--- src/hw/rtl/mtcw_pkg.sv ---
`default_nettype none
package mtcw_pkg;

  localparam int unsigned MAX_SLOTS  = 4;
  localparam int unsigned SLOT_COUNT = 4;
  localparam int unsigned SELF_SLOT  = 0;

  localparam int unsigned SLOT_IDX_W = $clog2(MAX_SLOTS);
  localparam int unsigned SLOT_W     = 3;
  localparam int unsigned TIME_W     = 32;
  localparam int unsigned CFG_IDX_W  = 2;

  localparam logic [TIME_W-1:0] LIMIT_RESET = TIME_W'(1000);

  typedef enum logic [1:0] {
    REQ_REGISTER   = 2'd0,
    REQ_UNREGISTER = 2'd1,
    REQ_CHECKIN    = 2'd2,
    REQ_SWEEP      = 2'd3
  } req_type_e;

  typedef enum logic [1:0] {
    ST_IDLE,
    ST_SWEEP,
    ST_COMMIT
  } state_e;

  typedef struct packed {
    logic load;
    logic step;
    logic commit;
  } cmd_t;

  typedef struct packed {
    logic in_is_sweep;
    logic sweep_last;
    logic out_free;
  } sts_t;

endpackage
`default_nettype wire

--- src/hw/rtl/mtcw_ctrl.sv ---
`default_nettype none
module mtcw_ctrl (
  input  wire logic          clk_i,
  input  wire logic          rst_ni,
  input  wire logic          in_valid_i,
  output logic               in_ready_o,
  input  wire mtcw_pkg::sts_t sts_i,
  output mtcw_pkg::cmd_t     cmd_o
);

  mtcw_pkg::state_e state_q, state_d;

  always_ff @(posedge clk_i or negedge rst_ni) begin
    if (!rst_ni) begin
      state_q <= mtcw_pkg::ST_IDLE;
    end else begin
      state_q <= state_d;
    end
  end

  always_comb begin
    state_d = state_q;
    unique case (state_q)
      mtcw_pkg::ST_IDLE: begin
        if (in_valid_i) begin
          state_d = sts_i.in_is_sweep ? mtcw_pkg::ST_SWEEP : mtcw_pkg::ST_COMMIT;
        end
      end
      mtcw_pkg::ST_SWEEP: begin
        if (sts_i.sweep_last) begin
          state_d = mtcw_pkg::ST_COMMIT;
        end
      end
      mtcw_pkg::ST_COMMIT: begin
        if (sts_i.out_free) begin
          state_d = mtcw_pkg::ST_IDLE;
        end
      end
      default: state_d = mtcw_pkg::ST_IDLE;
    endcase
  end

  always_comb begin
    in_ready_o    = 1'b0;
    cmd_o         = '0;
    unique case (state_q)
      mtcw_pkg::ST_IDLE: begin
        in_ready_o = 1'b1;
        cmd_o.load = in_valid_i;
      end
      mtcw_pkg::ST_SWEEP: begin
        cmd_o.step = 1'b1;
      end
      mtcw_pkg::ST_COMMIT: begin
        cmd_o.commit = sts_i.out_free;
      end
      default: begin
        in_ready_o = 1'b0;
      end
    endcase
  end

endmodule
`default_nettype wire

--- src/hw/rtl/mtcw_dp.sv ---
`default_nettype none
module mtcw_dp (
  input  wire logic                                clk_i,
  input  wire logic                                rst_ni,
  input  wire mtcw_pkg::cmd_t                      cmd_i,
  output mtcw_pkg::sts_t                           sts_o,
  input  wire logic [1:0]                          req_type_i,
  input  wire logic [mtcw_pkg::SLOT_W-1:0]         slot_i,
  input  wire logic [mtcw_pkg::TIME_W-1:0]         now_i,
  input  wire logic                                cfg_valid_i,
  input  wire logic [mtcw_pkg::CFG_IDX_W-1:0]      cfg_index_i,
  input  wire logic [mtcw_pkg::TIME_W-1:0]         cfg_data_i,
  output logic                                     out_valid_o,
  input  wire logic                                out_ready_i,
  output logic                                     status_o,
  output logic                                     reset_request_o,
  output logic                                     pet_o
);

  localparam int unsigned N  = mtcw_pkg::MAX_SLOTS;
  localparam int unsigned IW = mtcw_pkg::SLOT_IDX_W;
  localparam int unsigned TW = mtcw_pkg::TIME_W;
  localparam logic [IW-1:0] SELF_IDX = IW'(mtcw_pkg::SELF_SLOT);
  localparam logic [IW-1:0] LAST_IDX = IW'(mtcw_pkg::SLOT_COUNT - 1);
  localparam logic SELF_OK = (mtcw_pkg::SELF_SLOT < mtcw_pkg::SLOT_COUNT);
  localparam logic [N-1:0] REG_RESET = SELF_OK ? (N'(1) << mtcw_pkg::SELF_SLOT) : '0;

  mtcw_pkg::req_type_e        req_type_q;
  logic [mtcw_pkg::SLOT_W-1:0] slot_q;
  logic [TW-1:0]              now_q;
  logic                       fail_q, fail_d;
  logic [IW-1:0]              idx_q, idx_d;

  logic [TW-1:0] limit_q [N];
  logic [TW-1:0] last_q  [N];
  logic [TW-1:0] last_d  [N];
  logic [N-1:0]  reg_q, reg_d;

  logic          out_valid_q;
  logic          status_q, status_d;
  logic          rst_req_q, rst_req_d;
  logic          pet_q, pet_d;

  logic          slot_ok;
  logic [IW-1:0] sidx;
  logic [TW-1:0] elapsed;

  assign sts_o.in_is_sweep = (mtcw_pkg::req_type_e'(req_type_i) == mtcw_pkg::REQ_SWEEP);
  assign sts_o.sweep_last  = (idx_q == LAST_IDX);
  assign sts_o.out_free    = !out_valid_q || out_ready_i;

  assign slot_ok = (slot_q < mtcw_pkg::SLOT_W'(mtcw_pkg::SLOT_COUNT));
  assign sidx    = slot_q[IW-1:0];

  // One shared subtract-and-compare checks one slot per sweep cycle.
  assign elapsed = now_q - last_q[idx_q];

  always_comb begin
    fail_d = fail_q;
    idx_d  = idx_q;
    if (cmd_i.load) begin
      fail_d = 1'b0;
      idx_d  = '0;
    end else if (cmd_i.step) begin
      if (reg_q[idx_q] && (elapsed > limit_q[idx_q])) begin
        fail_d = 1'b1;
      end
      idx_d = idx_q + IW'(1);
    end
  end

  always_comb begin
    status_d  = 1'b0;
    rst_req_d = 1'b0;
    pet_d     = 1'b0;
    reg_d     = reg_q;
    last_d    = last_q;
    if (req_type_q == mtcw_pkg::REQ_SWEEP) begin
      if (fail_q) begin
        rst_req_d = 1'b1;
      end else begin
        pet_d = 1'b1;
        if (SELF_OK && reg_q[SELF_IDX]) begin
          last_d[SELF_IDX] = now_q;
        end
      end
    end else if (!slot_ok) begin
      status_d = 1'b1;
    end else begin
      case (req_type_q)
        mtcw_pkg::REQ_REGISTER: begin
          if (reg_q[sidx]) begin
            rst_req_d = 1'b1;
          end else begin
            reg_d[sidx]  = 1'b1;
            last_d[sidx] = now_q;
          end
        end
        mtcw_pkg::REQ_UNREGISTER: begin
          if (!reg_q[sidx]) begin
            rst_req_d = 1'b1;
          end else begin
            reg_d[sidx]  = 1'b0;
            last_d[sidx] = '0;
          end
        end
        default: begin
          if (reg_q[sidx]) begin
            last_d[sidx] = now_q;
          end else begin
            status_d = 1'b1;
          end
        end
      endcase
    end
  end

  always_ff @(posedge clk_i) begin
    if (cmd_i.load) begin
      req_type_q <= mtcw_pkg::req_type_e'(req_type_i);
      slot_q     <= slot_i;
      now_q      <= now_i;
    end
    if (cmd_i.commit) begin
      status_q  <= status_d;
      rst_req_q <= rst_req_d;
      pet_q     <= pet_d;
    end
  end

  always_ff @(posedge clk_i or negedge rst_ni) begin
    if (!rst_ni) begin
      fail_q      <= 1'b0;
      idx_q       <= '0;
      out_valid_q <= 1'b0;
      reg_q       <= REG_RESET;
      for (int i = 0; i < N; i++) begin
        limit_q[i] <= mtcw_pkg::LIMIT_RESET;
        last_q[i]  <= '0;
      end
    end else begin
      fail_q <= fail_d;
      idx_q  <= idx_d;
      if (cmd_i.commit) begin
        out_valid_q <= 1'b1;
      end else if (out_ready_i) begin
        out_valid_q <= 1'b0;
      end
      if (cmd_i.commit) begin
        reg_q <= reg_d;
        for (int i = 0; i < N; i++) begin
          last_q[i] <= last_d[i];
        end
      end
      if (cfg_valid_i) begin
        limit_q[cfg_index_i] <= cfg_data_i;
      end
    end
  end

  assign out_valid_o     = out_valid_q;
  assign status_o        = status_q;
  assign reset_request_o = rst_req_q;
  assign pet_o           = pet_q;

endmodule
`default_nettype wire

--- src/hw/rtl/multi_task_checkin_watchdog.sv ---
// A register, unregister or check-in transaction is latched on acceptance and its result is
// registered in the commit state; a sweep first checks one slot per cycle, in order,
// through the single shared elapsed-time comparator. A held result stalls the next one.
// A new transaction is accepted only in the idle state, once the previous result has committed.
// Reset clears all check-in times, registers only the self slot, sets every limit to 1000.
`default_nettype none
module multi_task_checkin_watchdog (
  input  wire logic                           clk_i,
  input  wire logic                           rst_ni,
  input  wire logic                           in_valid_i,
  output logic                                in_ready_o,
  input  wire logic [1:0]                     req_type_i,
  input  wire logic [mtcw_pkg::SLOT_W-1:0]    slot_i,
  input  wire logic [mtcw_pkg::TIME_W-1:0]    now_i,
  output logic                                out_valid_o,
  input  wire logic                           out_ready_i,
  output logic                                status_o,
  output logic                                reset_request_o,
  output logic                                pet_o,
  input  wire logic                           cfg_valid_i,
  output logic                                cfg_ready_o,
  input  wire logic [mtcw_pkg::CFG_IDX_W-1:0] cfg_index_i,
  input  wire logic [mtcw_pkg::TIME_W-1:0]    cfg_data_i
);

  mtcw_pkg::cmd_t cmd;
  mtcw_pkg::sts_t sts;

  assign cfg_ready_o = 1'b1;

  mtcw_ctrl u_ctrl (
    .clk_i      (clk_i),
    .rst_ni     (rst_ni),
    .in_valid_i (in_valid_i),
    .in_ready_o (in_ready_o),
    .sts_i      (sts),
    .cmd_o      (cmd)
  );

  mtcw_dp u_dp (
    .clk_i           (clk_i),
    .rst_ni          (rst_ni),
    .cmd_i           (cmd),
    .sts_o           (sts),
    .req_type_i      (req_type_i),
    .slot_i          (slot_i),
    .now_i           (now_i),
    .cfg_valid_i     (cfg_valid_i),
    .cfg_index_i     (cfg_index_i),
    .cfg_data_i      (cfg_data_i),
    .out_valid_o     (out_valid_o),
    .out_ready_i     (out_ready_i),
    .status_o        (status_o),
    .reset_request_o (reset_request_o),
    .pet_o           (pet_o)
  );

endmodule
`default_nettype wire

--- config.mk ---
export PLATFORM = sky130hd
export DESIGN_NAME = multi_task_checkin_watchdog
export DESIGN_NICKNAME = d
export VERILOG_FILES = /design/src/hw/rtl/mtcw_pkg.sv /design/src/hw/rtl/mtcw_ctrl.sv /design/src/hw/rtl/mtcw_dp.sv /design/src/hw/rtl/multi_task_checkin_watchdog.sv
export SDC_FILE = /design/constraint.sdc
export NUM_CORES = 1
export LEC_CHECK = 0
export BUFFER_PORTS_ARGS = -buffer_cell sky130_fd_sc_hd__buf_2
export CAP_MARGIN = 20
export CORE_AREA = 2 2 122 243
export DETAILED_ROUTE_END_ITERATION = 12
export DIE_AREA = 0 0 124 245
export PLACE_DENSITY = 0.81
export SLEW_MARGIN = 20
export SYNTH_ARGS = -nofsm -noshare
export SYNTH_HDL_FRONTEND = slang
export SYNTH_SLANG_ARGS = --single-unit
--- constraint.sdc ---
create_clock -name clk_i -period 7.95 [get_ports clk_i]
set_clock_uncertainty 0.05 [all_clocks]
set_input_delay 1.9875 -clock clk_i [delete_from_list [all_inputs] [get_ports clk_i]]
set_output_delay 1.9875 -clock clk_i [all_outputs]
set_load 0.05 [all_outputs]
==> impl_metrics.tcl <==
set metrics [dict create \
    antenna_found_initial 1 \
    syn_area_um2 15500 \
    num-nets-final 1487 \
    num_rows 88 \
    routed_via_density 6.14 \
    drtAntennaViolNets 0 \
    final_layout_size_suffix_gt1_share_pct 27.7 \
    endpoint_kind "flip-flop" \
    place.gp.congestion 0.895 \
    num_vias 10600 \
    cts_buffer_depth 3 \
    cts_setup_buffers 0 \
    cts_tree "done" \
    critPathArrivalTime_ns 6.26 \
    cts_resized 0 \
    maxSlewViolCount 0 \
    seq_area_frac_synth_pct 50.8 \
    overflow 0 \
    worst_slew_pin_slew_ns 1.13 \
    grt_pass1_vias 11300 \
    die_w_um 124 \
    grt_usage_pct 24.6 \
    powerDensity_nw_per_um2 377 \
    cts_buffers 27 \
    syn-num-nets 1435 \
    ys_warn_count 0 \
    path_max_fanout 44 \
    ys_ff_latch 306 \
    finalSetupViolations 0 \
    io_pins 82 \
    layout_commonest_cell "dfrtp_1" \
    core_um2 28600 \
    startpoint "u_dp.idx_q[0]$_DFFE_PN0P_" \
    period_share_pct 74.3 \
    grt_pass1_wl_um 58700 \
    r2r-start "u_dp.idx_q[0]$_DFFE_PN0P_" \
    min_path_type "reg2reg" \
    synthFlopType "dfrtp_1" \
    cts.clk_slew.worst_paths_ns 0.07 \
    grt_max_degree 140 \
    max_freq_mhz 169 \
    hpwl_um 24400 \
    required_ns 8.30 \
    leakagePower_nw 7.49 \
    totalWireLength_um 36200 \
    syn2layout_area_growth_pct 11.2 \
    drt-initial-drc-count 783 \
    worstSkewPairLatency_ns 0.56 \
    drt_first_pass_iters 5 \
    dpl_worst_slack_ns 2.04 \
    fin_crit_ns 5.91 \
    postCtsHoldBufs 0 \
    syn_inst 1291 \
    setup_tns_ns 0 \
    start_kind "flip-flop" \
    min_from "u_dp.last_q[9]$_DFFE_PN0P_" \
    regToRegSetupSlack_ns 2.04 \
    worstSetupPathType "reg2reg" \
    synthDistinctLibCells 66 \
    wl_per_cell_um 21.0 \
    drv_cap 0 \
    final_cell_mix "dfrtp_1, nand2_1, mux2_2" \
    rsz0062_at_grt "false" \
    start_util_pct 54.2 \
    avgSynthCellArea_um2 12.0 \
    async_reset_ff_share_pct 86.9 \
    peakVddDrop_v 0.000284 \
    drc 0 \
    synth_edf_count 40 \
    die_area_um2 30400 \
    die-height_um 245 \
    finalHoldViolCount 0 \
    status "complete, no violations" \
    cts-root-buf "clkbuf_16" \
    worst_slack_ns 2.04 \
    slew_headroom_pct 24.6 \
    cts_htree_levels 1 \
    port-buffer-count 80 \
    clkSinkCount 306 \
]
## critical path, stage by stage (launching register included)
cell	delay (ns)
dfrtp_4	1.01
mux4_2	0.60
ha_1	0.21
inv_1	0.07
fa_1	0.21
a211oi_1	0.09
o21bai_1	0.22
o22ai_1	0.18
o311a_1	0.46
a2111oi_2	0.45
a311oi_1	0.19
xnor2_1	0.16
ha_1	0.29
nand4_1	0.13
or4_1	0.51
or3_1	0.41
nor2_1	0.15
nand2_1	0.06
a41oi_1	0.20
nor3_1	0.06
## registers in the layout, indices dropped and copies added, names as in the netlist, 2 cells and up, named ones only
register	flops
u_ctrl.state_q	2
u_dp.idx_q	2
u_dp.last_q	128
u_dp.limit_q	128
u_dp.now_q	32
u_dp.req_type_q	2
u_dp.slot_q	3
## synth_stat cells, types with 3 or more instances
cell type  number  area [µm²]
a211oi_1        6        45.0
a21o_1         30         225
a21oi_1        56         280
a22o_1         32         280
a22oi_1         9        67.6
and3_1          4        25.0
buf_1           9        33.8
buf_2          19        95.1
clkbuf_1       42         158
dfrtp_1       241        6030
dfstp_2        25         657
edfxtp_1       40        1200
ha_1           67         838
inv_1          70         263
mux2_1          3        33.8
mux2_2        129        1450
mux4_2         66        1490
nand2_1       157         589
nand2b_1        8        50.1
nand3_1         8        40.0
nand4_1        13        81.3
nor2_1         34         128
nor2b_1         4        25.0
nor3_1          4        20.0
nor3b_1         3        22.5
nor4_1          4        25.0
o211ai_1        4        30.0
o21a_1          8        60.1
o21ai_0       109         546
o21ai_1         7        35.0
o21bai_1        4        30.0
or2_2           3        18.8
xnor2_1        19         166
xor2_1         13         114
## logic make-up (layout without fill, tap and decap cells)
group | after synthesis | in the layout | synth area share [%]
buffers and inverters | 143 | 216 | 3.68
adder cells (fa/ha/maj) | 68 | 68 | 5.53
XOR/XNOR | 32 | 32 | 1.81
flip-flops | 306 | 306 | 50.8
AO/OA/AOI/OAI | 286 | 286 | 11.5
other | 1 | 2 | 0.0242
AND/OR/NAND/NOR | 256 | 256 | 7.38
multiplexers | 199 | 199 | 19.2
## cell type report
| class | instances | area (µm²) |
|---|---|---|
| antenna | 1 | 2.50 |
| inverter | 71 | 267 |
| tap | 360 | 450 |
| clock buffer | 30 | 728 |
| fill | 2212 | 11400 |
| multi-input combinational | 842 | 7070 |
| timing repair buffer | 95 | 547 |
| sequential | 306 | 7890 |
| clock inverter | 20 | 299 |
## layer usage
layer / GRT usage (%) / vias up / routed length [µm]
li1: - / 4773 / -
met1: 30.4 / 5380 / 13700
met2: 43.4 / 340 / 19400
met3: 2.51 / 93 / 1550
met4: 10.6 / 0 / 1520
met5: 0 / - / 0
## per-stage QoR
stage          area, µm²  hold slack (ns)  power, mW  instances  util [%]
3_3_place_gp       16200            0.406       4.85       1673      56.6
6_report           17300            0.428       6.51       1725      60.3
4_1_cts            17200            0.429       6.52       1723      60.2
2_1_floorplan      15500            0.395       4.26       1291         -
3_5_place_dp       16200            0.415       5.01       1673      56.6
5_1_grt            17300            0.454       6.93       1725      60.3
## worst paths after layout
kind                                                end  depth (start not counted)
setup reg to reg                u_dp.fail_q$_DFFE_PN0P_                         19
hold / removal               u_dp.last_q[9]$_DFFE_PN0P_                          2
min in group asynchronous  u_dp.last_q[114]$_DFFE_PN0P_                          1
hold reg to reg              u_dp.last_q[9]$_DFFE_PN0P_                          2
max in group asynchronous  u_dp.limit_q[39]$_DFFE_PN1P_                          3
setup / recovery                u_dp.fail_q$_DFFE_PN0P_                         19
## report_power, final
part           switching [mW]  internal (mW)
clock network           0.599          0.893
logic                    1.45           1.26
registers               0.317           1.99
(Power assumes the default switching activity.)
